### src/sv/ket_pkg.sv
// Package for the keyed entry table: sizes, operation codes and the
// command and status structs between the controller and the datapath.
// No dependencies.
package ket_pkg;

  localparam int CAPACITY  = 128;
  localparam int FUNC_W    = 2;
  localparam int KEY_W     = 32;
  localparam int HANDLE_W  = 16;
  localparam int POS_W     = 8;
  localparam int OUT_CNT_W = 8;
  localparam int ENTRY_W   = KEY_W + HANDLE_W;
  localparam int CNT_W     = $clog2(CAPACITY + 1);
  localparam int IDX_W     = (CAPACITY > 1) ? $clog2(CAPACITY) : 1;

  typedef enum logic [FUNC_W-1:0] {
    FUNC_INSERT = 2'd0,
    FUNC_FIND   = 2'd1,
    FUNC_READ   = 2'd2,
    FUNC_REMOVE = 2'd3
  } ket_func_t;

  // Commands from the controller to the datapath.
  typedef struct packed {
    logic load;       // capture the input word
    logic wr_ins;     // append the captured entry, count up
    logic rd_pos;     // read the slot chosen by position
    logic scan_init;  // restart the key scan
    logic scan;       // issue the next scan read, compare the previous one
    logic slot_load;  // remember the slot that matched
    logic rd_last;    // read the last entry
    logic wr_move;    // move the last entry into the remembered slot, count down
    logic res_set;    // set the pending result
    logic res_ok;
    logic res_take;   // result handle from the read data, else zero
    logic out_load;   // move the pending result into the output register
  } ket_cmd_t;

  // Status from the datapath to the controller.
  typedef struct packed {
    ket_func_t func;
    logic      full;
    logic      pos_ok;
    logic      match;
    logic      scan_end;
  } ket_sts_t;

endpackage

### src/sv/ket_ctrl.sv
// Controller of the keyed entry table: sequences one operation at a time
// and owns the input and output handshakes. Depends on ket_pkg.
module ket_ctrl import ket_pkg::*; (
  input  logic     clk,
  input  logic     rst_n,
  input  logic     in_valid,
  output logic     in_ready,
  output logic     out_valid,
  input  logic     out_ready,
  output ket_cmd_t cmd,
  input  ket_sts_t sts
);

  typedef enum logic [2:0] {
    ST_IDLE,
    ST_DECODE,
    ST_SCAN,
    ST_RD_WAIT,
    ST_RM_RD,
    ST_RM_WR,
    ST_FIN
  } state_t;

  state_t state_r, state_nxt;
  logic   out_valid_r, out_valid_nxt;
  logic   out_free;

  assign in_ready  = state_r == ST_IDLE;
  assign out_valid = out_valid_r;
  assign out_free  = !out_valid_r || out_ready;

  always_comb begin
    state_nxt     = state_r;
    out_valid_nxt = out_valid_r && !out_ready;
    cmd           = '0;
    case (state_r)
      ST_IDLE: begin
        if (in_valid) begin
          cmd.load  = 1'b1;
          state_nxt = ST_DECODE;
        end
      end
      ST_DECODE: begin
        case (sts.func)
          FUNC_INSERT: begin
            cmd.wr_ins  = !sts.full;
            cmd.res_set = 1'b1;
            cmd.res_ok  = !sts.full;
            state_nxt   = ST_FIN;
          end
          FUNC_READ: begin
            if (sts.pos_ok) begin
              cmd.rd_pos = 1'b1;
              state_nxt  = ST_RD_WAIT;
            end else begin
              cmd.res_set = 1'b1;
              state_nxt   = ST_FIN;
            end
          end
          default: begin
            cmd.scan_init = 1'b1;
            state_nxt     = ST_SCAN;
          end
        endcase
      end
      ST_SCAN: begin
        cmd.scan = 1'b1;
        if (sts.match) begin
          cmd.res_set   = 1'b1;
          cmd.res_ok    = 1'b1;
          cmd.res_take  = 1'b1;
          cmd.slot_load = 1'b1;
          state_nxt     = (sts.func == FUNC_REMOVE) ? ST_RM_RD : ST_FIN;
        end else if (sts.scan_end) begin
          cmd.res_set = 1'b1;
          state_nxt   = ST_FIN;
        end
      end
      ST_RD_WAIT: begin
        cmd.res_set  = 1'b1;
        cmd.res_ok   = 1'b1;
        cmd.res_take = 1'b1;
        state_nxt    = ST_FIN;
      end
      ST_RM_RD: begin
        cmd.rd_last = 1'b1;
        state_nxt   = ST_RM_WR;
      end
      ST_RM_WR: begin
        cmd.wr_move = 1'b1;
        state_nxt   = ST_FIN;
      end
      ST_FIN: begin
        if (out_free) begin
          cmd.out_load  = 1'b1;
          out_valid_nxt = 1'b1;
          state_nxt     = ST_IDLE;
        end
      end
      default: begin
        state_nxt = ST_IDLE;
      end
    endcase
  end

  always_ff @(posedge clk) begin
    if (!rst_n) begin
      state_r     <= ST_IDLE;
      out_valid_r <= 1'b0;
    end else begin
      state_r     <= state_nxt;
      out_valid_r <= out_valid_nxt;
    end
  end

endmodule

### config.mk
export PLATFORM = sky130hd
export DESIGN_NAME = ket_ctrl
export DESIGN_NICKNAME = d
export VERILOG_FILES = /design/src/sv/ket_pkg.sv /design/src/sv/ket_ctrl.sv
export SDC_FILE = /design/constraint.sdc
export NUM_CORES = 1
export LEC_CHECK = 0
export ABC_CLOCK_PERIOD_IN_PS = 1510
export BUFFER_PORTS_ARGS = -buffer_cell sky130_fd_sc_hd__buf_2
export CELL_PAD_IN_SITES_DETAIL_PLACEMENT = 2
export CELL_PAD_IN_SITES_GLOBAL_PLACEMENT = 2
export CORE_MARGIN = 2
export CORE_UTILIZATION = 18
export CTS_CLUSTER_SIZE = 24
export DETAILED_ROUTE_END_ITERATION = 10
export PLACE_DENSITY_LB_ADDON = 0.1
export SETUP_SLACK_MARGIN = 0.4
export SLEW_MARGIN = 20
export SYNTH_ARGS = -nofsm -noshare
export SYNTH_HDL_FRONTEND = slang
export SYNTH_SLANG_ARGS = --single-unit
### constraint.sdc
create_clock -name clk -period 1.51 [get_ports clk]
set_input_delay 0.2265 -clock clk [delete_from_list [all_inputs] [get_ports clk]]
set_output_delay 0.2265 -clock clk [all_outputs]
set_load 0.005 [all_outputs]
Word level (Yosys, flattened, before mapping)
Cells that the tools add are included.

operators by class
  eq/ne operators = 11
  muxes and demuxes = 30
  reductions and logical operators = 10

operator list
  kind                  number
  $mux W3               6
  $pmux W3 S6           1
  $mux W1               16
  $eq A3 B3 Y1 const B  3
  $eq A3 B2 Y1 const B  2
  $mux W2               3
  $pmux W2 S3           1
  $pmux W3 S2           1
  $eq A2 B2 Y1 const B  2
  $ne A2 B2 Y1 const B  2
  $pmux W1 S2           2
  $reduce_or A2 Y1      2
  $eq A3 B1 Y1 const B  1
  $logic_not A1 Y1      3
  $logic_not A3 Y1      1
  $ne A3 B3 Y1 const B  1
  $reduce_and A3 Y1     1
  $logic_not A2 Y1      1
  $logic_and A1 B1 Y1   1
  $logic_or A1 B1 Y1    1

word-level totals
  register bits = 4
  output and inout port bits = 14
  word-level logic and storage cells = 53

Depth between registers and ports, before layout
Gate-level depths: netlist (run 1).

  depth after elaboration = 4
  depth in mapped cells = 5
  gate-level depth less buffers = 4

Worst setup path before layout (run 1)
No wires, ideal clock.

  path type = register to output
  start point = register state_r[2]
  end point = output cmd[2] (netlist bit)
  data arrival time = 952 ps
  slack = 331 ps
  cell stages (with the launch flop) = 6
  buffers on the path = 1
  path through = dfxtp_1 -> buf_6 -> nor2_2 -> nand2_1 -> nor4_2 -> or2_1

RTL lines
  what                    line             source
  start, declared         ket_ctrl.sv:24   state_t state_r, state_nxt;
  start signal, assigned  ket_ctrl.sv:111  state_r <= state_nxt;
  end, declared           ket_ctrl.sv:10   output ket_cmd_t cmd,

==> results of run 1 <==
## metal layers
layer | track usage | wire [um] | part of all wire | vias to the layer above
met2 | 0.2162 | 651 | 0.48 | 16
li1 | - | - | - | 223
met1 | 0.1798 | 611 | 0.45 | 212
met3 | 0.01509 | 67 | 0.050 | 2
met4 | 0.06486 | 15 | 0.011 | 0
met5 | 0 | 0 | 0 | -
## sequential cells by signal, indices dropped and copies added, names as in the netlist
register,count
out_valid,1
state_r,3
## worst max-delay path by stage
stage	startpoint	to	slack, ps	depth (start not counted)
finish	state_r[2]	cmd[2]	90	5
global route	state_r[2]	cmd[2]	10	5
CTS	state_r[1]	cmd[2]	50	5
detailed placement	state_r[1]	cmd[2]	130	5
global placement	state_r[1]	cmd[2]	130	5
floorplan	state_r[2]	cmd[2]	330	5
## power by group
| group | internal, mW | leakage [nW] | switching (mW) |
|---|---|---|---|
| Clock | 0.0889 | 0.0138 | 0.0442 |
| Sequential | 0.127 | 0.0348 | 0.0268 |
| Combinational | 0.183 | 0.278 | 0.156 |
| Total | 0.398 | 0.327 | 0.227 |
## critical path: cells and delay by family, from the launching register on
kind / cells / cell delay (ps)
simple gates: 3 / 370
flops: 1 / 350
buf+inv: 2 / 230
## layout by cell type (no fill, tap or decap), types with 2 or more instances in the layout
master | synthesis | final
nand2_1 | 4 | 2
buf_4 | 0 | 5
clkbuf_4 | 0 | 3
a21oi_1 | 3 | 2
and2_1 | 2 | 2
and3_1 | 2 | 2
dfxtp_4 | 0 | 3
nor3_2 | 0 | 3
inv_1 | 2 | 2
nor2_2 | 1 | 3
buf_2 | 1 | 23
nand2_2 | 0 | 2
buf_6 | 2 | 4
## area by class of cell
cell class	count	area, um^2	share of cell area
multi-input cells	35	294.0	0.4459
repair buffers	33	212.7	0.3226
inverters	2	7.507	0.01139
flip-flops and latches	4	91.34	0.1385
clock buffers	3	22.52	0.03416
well taps	25	31.28	0.04744
## logic make-up (layout without fill, tap and decap cells)
family                 count (synthesis)  in the layout
AND/OR/NAND/NOR                       24             24
flip-flops                             4              4
multiplexers                           1              1
buffers and inverters                  5             38
AO/OA/AOI/OAI                         10             10
## per-stage QoR
step / hold WS, ps / cells / power [mW] / setup slack, ps
CTS: 270.2 / 100 / 0.5932 / 48.34
floorplan: 344.1 / 44 / 0.2762 / 331.1
finish: 271.0 / 102 / 0.6248 / 86.36
detailed placement: 491.4 / 90 / 0.3484 / 133.5
global placement: 490.6 / 90 / 0.3507 / 129.6
global route: 266.8 / 102 / 0.6849 / 12.18
## timing repair
action                     in CTS  in global routing
pin swaps                       9                  6
setup endpoints to repair      16                 16
gates resized for setup        21                  5
setup buffers                   7                  2
==> impl_metrics.env, run 1 <==
export IMPL_hold_violations=0
export IMPL_path_clk_slew_ps=40
export IMPL_rrSetupSlack_ps=270
export IMPL_root_buffer="clkbuf_4"
export IMPL_timing_rr_end="state_r[2]"
export IMPL_path_max_fanout=5
export IMPL_r2r_start="state_r[2]"
export IMPL_crit_arrival_ps=1200
export IMPL_crit_path_start_kind="flop"
export IMPL_dieArea_um2=2262
export IMPL_yosys_top_cells_count="dfxtp_1, nand2_1, nor2_1, nor3_1, a21oi_1"
export IMPL_hpwlAfterDp_um=894.4
export IMPL_yosys_area_share_simple=0.4139
export IMPL_grt_antenna_before_repair=0
export IMPL_insertion_delay_ps=240
export IMPL_finalCriticalPeriod_ps=1424
export IMPL_utilization=0.3738
export IMPL_setup_tns_ps=0
export IMPL_synth_adder_area_share=0
export IMPL_wl_per_cell_um=13.20
export IMPL_ant_nets=0
export IMPL_cts_tree="done"
export IMPL_ys_ff_latch=4
export IMPL_synth_area_um2=341.6
export IMPL_cp_end_kind="output port"
export IMPL_whs_path_depth=2
export IMPL_synth_top_family_by_area="simple AND/OR/NAND/NOR gates"
export IMPL_synth_ff_type="dfxtp_1"
export IMPL_port_buffers=23
export IMPL_crit_slowest_cell="dfxtp_4"
export IMPL_yosys_area_share_xor_xnor=0
export IMPL_die_h_um=47.56
export IMPL_p_leak_nw=0.3266
export IMPL_synth_compound_area_frac=0.2198
export IMPL_grt_max_degree=9
export IMPL_die_w_um=47.56
export IMPL_yosysTopAreaCell="dfxtp_1"
export IMPL_ys_top_cells_by_area="dfxtp_1, buf_6, nor3_1, o41ai_2, a21oi_1"
export IMPL_drv_slew=0
export IMPL_core_um2=1764
export IMPL_avgSynthCellArea_um2=7.763
export IMPL_clockBufferDepth=2
export IMPL_critPathRequiredTime_ps=1280
export IMPL_fin_nets=89
export IMPL_netlist_instances=44
export IMPL_numCtsBuffers=3
export IMPL_rows=15
export IMPL_synthArstFlopShare=0
export IMPL_min_delay_worst_endpoint="out_valid"
export IMPL_setup_viol=0
export IMPL_io_pins=24
export IMPL_synth_yosys_seq_area_share=0.2344
export IMPL_gr_total_overflow=0
export IMPL_drt_iter0_markers=6
export IMPL_cts_sinks=4
export IMPL_cts_max_level=1
export IMPL_synth_edff_count=0
export IMPL_criticalPathCategory="reg -> out"
export IMPL_drc=0
export IMPL_grt_usage=0.1349
export IMPL_clock_skew_ps=4.506
export IMPL_ys_types=26
export IMPL_placed_area_um2=467.9
export IMPL_peakVddDrop_mv=0.3465
export IMPL_fillers=224
export IMPL_status="complete, no violations"
export IMPL_drt_pre_antenna_iters=2
export IMPL_fmax_mhz=702.4
export IMPL_cts_hold_buffers=0
export IMPL_antenna_cells=0
export IMPL_cp_cell_sequence="buf_6, nand2b_4, nor2_2, or2_1, buf_2"
export IMPL_syn_to_final_growth_pct=93.04
export IMPL_worst_path_largest_cell_delay_ps=350
export IMPL_tightest_slew_ps=314.2
export IMPL_grt_setup_unrepaired="yes"
export IMPL_vias=453
export IMPL_hold_class="in -> reg"
export IMPL_fin_area_um2=659.4
export IMPL_min_from="rst_n"
export IMPL_synthMuxAreaShare=0.02930
export IMPL_ys_warn_count=0
export IMPL_start_util=0.1936
export IMPL_drv_cap=0
export IMPL_ff2ff_path_depth=6
export IMPL_synth_nets=54
export IMPL_power_density_nw_per_um2=947.5
export IMPL_finalCritPeriodShare=0.9428
export IMPL_drive_gt1_frac=0.7013
export IMPL_gp_congestion=0.6895
export IMPL_yosysTopAreaCellShare=0.2344
export IMPL_drt_total_wl_um=1346
export IMPL_grt_pass1_wl_um=2111
export IMPL_grt_pass1_vias=453
export IMPL_maxSlewHeadroom=0.7901
export IMPL_vias_per_cell=4.441
Note: power is estimated with default switching activity, not from simulation.
==> run 2: changes to the inputs <==
--- a/config.mk
+++ b/config.mk
@@ -9,7 +9,7 @@
 export BUFFER_PORTS_ARGS = -buffer_cell sky130_fd_sc_hd__buf_2
 export CELL_PAD_IN_SITES_DETAIL_PLACEMENT = 2
 export CELL_PAD_IN_SITES_GLOBAL_PLACEMENT = 2
-export CORE_MARGIN = 2
+export CORE_MARGIN = 10
 export CORE_UTILIZATION = 18
 export CTS_CLUSTER_SIZE = 24
 export DETAILED_ROUTE_END_ITERATION = 10
==> impl_metrics.env, run 2 (synthesized netlist as in run 1, its figures left out) <==
export IMPL_status="complete, no violations"
export IMPL_insertion_delay_ps=230
export IMPL_setup_viol=0
export IMPL_drc=0
export IMPL_syn_to_final_growth_pct=116.5
export IMPL_cts_sinks=4
export IMPL_min_from="rst_n"
export IMPL_path_max_fanout=6
export IMPL_setup_tns_ps=0
export IMPL_p_leak_nw=0.3591
export IMPL_cp_end_kind="output port"
export IMPL_maxSlewHeadroom=0.7966
export IMPL_use_met1=0.08691
export IMPL_ff2ff_path_depth=5
export IMPL_drive_gt1_frac=0.7470
export IMPL_r2r_start="state_r[0]"
export IMPL_ant_nets=0
export IMPL_grt_max_degree=8
export IMPL_drv_slew=0
export IMPL_drt_total_wl_um=1695
export IMPL_hpwlAfterDp_um=1119
export IMPL_root_buffer="clkbuf_4"
export IMPL_power_switching_mw=0.2577
export IMPL_start_util=0.1936
export IMPL_tightest_slew_ps=304.1
export IMPL_critPathRequiredTime_ps=1280
export IMPL_hold_violations=0
export IMPL_cts_tree="done"
export IMPL_busiest_layer="met2"
export IMPL_clockPowerShare=0.182
export IMPL_crit_path_start="state_r[1]"
export IMPL_clock_skew_ps=1.690
export IMPL_hold_class="in -> reg"
export IMPL_crit_path_start_kind="flop"
export IMPL_cts_max_level=1
export IMPL_power_frac_seq=0.227
export IMPL_use_met2=0.1307
export IMPL_fin_nets=95
export IMPL_criticalPathCategory="reg -> out"
export IMPL_grt_setup_unrepaired="yes"
export IMPL_p_sw_frac=0.3666
export IMPL_clockBufferDepth=2
export IMPL_utilization=0.4191
export IMPL_whs_path_depth=2
export IMPL_grt_antenna_before_repair=0
export IMPL_p_int_mw=0.4453
export IMPL_port_buffers=23
export IMPL_drt_iter0_markers=3
export IMPL_grt_pass1_wl_um=2649
export IMPL_grt_usage=0.08038
export IMPL_final_common_cell="buf_2"
export IMPL_peakVddDrop_mv=0.5027
export IMPL_top_register="state_r"
export IMPL_wl_per_cell_um=15.69
export IMPL_antenna_cells=0
export IMPL_finalCriticalPeriod_ps=1437
export IMPL_globalRouteMet3Util=0.04417
export IMPL_gr_total_overflow=0
export IMPL_path_clk_slew_ps=40
export IMPL_seqCellArea_um2=91.34
export IMPL_dieArea_um2=4040
export IMPL_drv_cap=0
export IMPL_io_pins=24
export IMPL_grt_pass1_vias=527
export IMPL_dp_cells=92
export IMPL_vias=487
export IMPL_fillers=226
export IMPL_combinationalPowerShare=0.591
export IMPL_power_density_nw_per_um2=950.7
export IMPL_die_w_um=63.56
export IMPL_multi_input_area_um2=319.1
export IMPL_final_cells=108
export IMPL_core_um2=1764
export IMPL_die_h_um=63.56
export IMPL_gp_congestion=0.7389
export IMPL_finalCritPeriodShare=0.9513
export IMPL_whs_ps=279.2
export IMPL_numCtsBuffers=3
export IMPL_fmax_mhz=696.1
export IMPL_crit_arrival_ps=1210
export IMPL_mostFrequentLayoutCells="buf_2, buf_4, nor2_4, buf_6"
export IMPL_largest_register_ffs=3
export IMPL_vias_per_cell=4.509
export IMPL_drt_pre_antenna_iters=3
export IMPL_rows=15
## run 2: cell type report
class	count	area share
multi-input combinational	35	0.4315
timing repair buffer	39	0.3621
sequential	4	0.1235
tap	25	0.04230
clock buffer	3	0.03046
inverter	2	0.01015
## run 2: metal layers
| layer | vias to the layer above | wire length, um |
|---|---|---|
| met2 | 16 | 915 |
| met1 | 234 | 661 |
| met3 | 0 | 117 |
| li1 | 237 | - |
| met4 | 0 | 0 |
| met5 | - | 0 |
## run 2: critical path, cell delays in order, from the launching register on
cell	delay, ps
dfxtp_4	390
nor2_4	50
buf_4	130
buf_4	130
and3_1	160
buf_2	120
## run 2: per-stage QoR
stage               total power [mW]  area [um^2]  worst slack [ps]
floorplan                     0.2762        341.6             331.1
global placement              0.3643        483.0             182.2
detailed placement            0.3666        483.0             190.6
CTS                           0.6090        629.4             75.16
global route                  0.7602        739.5            -5.502
finish                        0.7030        739.5             73.47
## run 2: path summary, 6_finish.rpt
| check | endpoint | slack, ps |
|---|---|---|
| hold reg to reg | state_r[0] | 610 |
| setup reg to reg | state_r[2] | 280 |
| hold / removal | out_valid | 280 |
| setup / recovery | cmd[8] | 70 |
## run 2: what timing repair did
action | CTS | global route
gates resized for setup | 22 | 13
buffers inserted | 6 | 7
setup endpoints to repair | 16 | 16
pin swaps | 8 | 5
hold buffers | 0 | 0
endpoints found under the hold margin | 0 | 0
## run 2: power by group through the flow
stage / clock (mW) / combinational, mW / sequential (mW)
4_1_cts: 0.136 / 0.312 / 0.161
3_5_place_dp: 0 / 0.213 / 0.153
6_report: 0.128 / 0.416 / 0.159
5_1_grt: 0.144 / 0.454 / 0.162
3_3_place_gp: 0 / 0.211 / 0.153
2_1_floorplan: 0 / 0.143 / 0.133
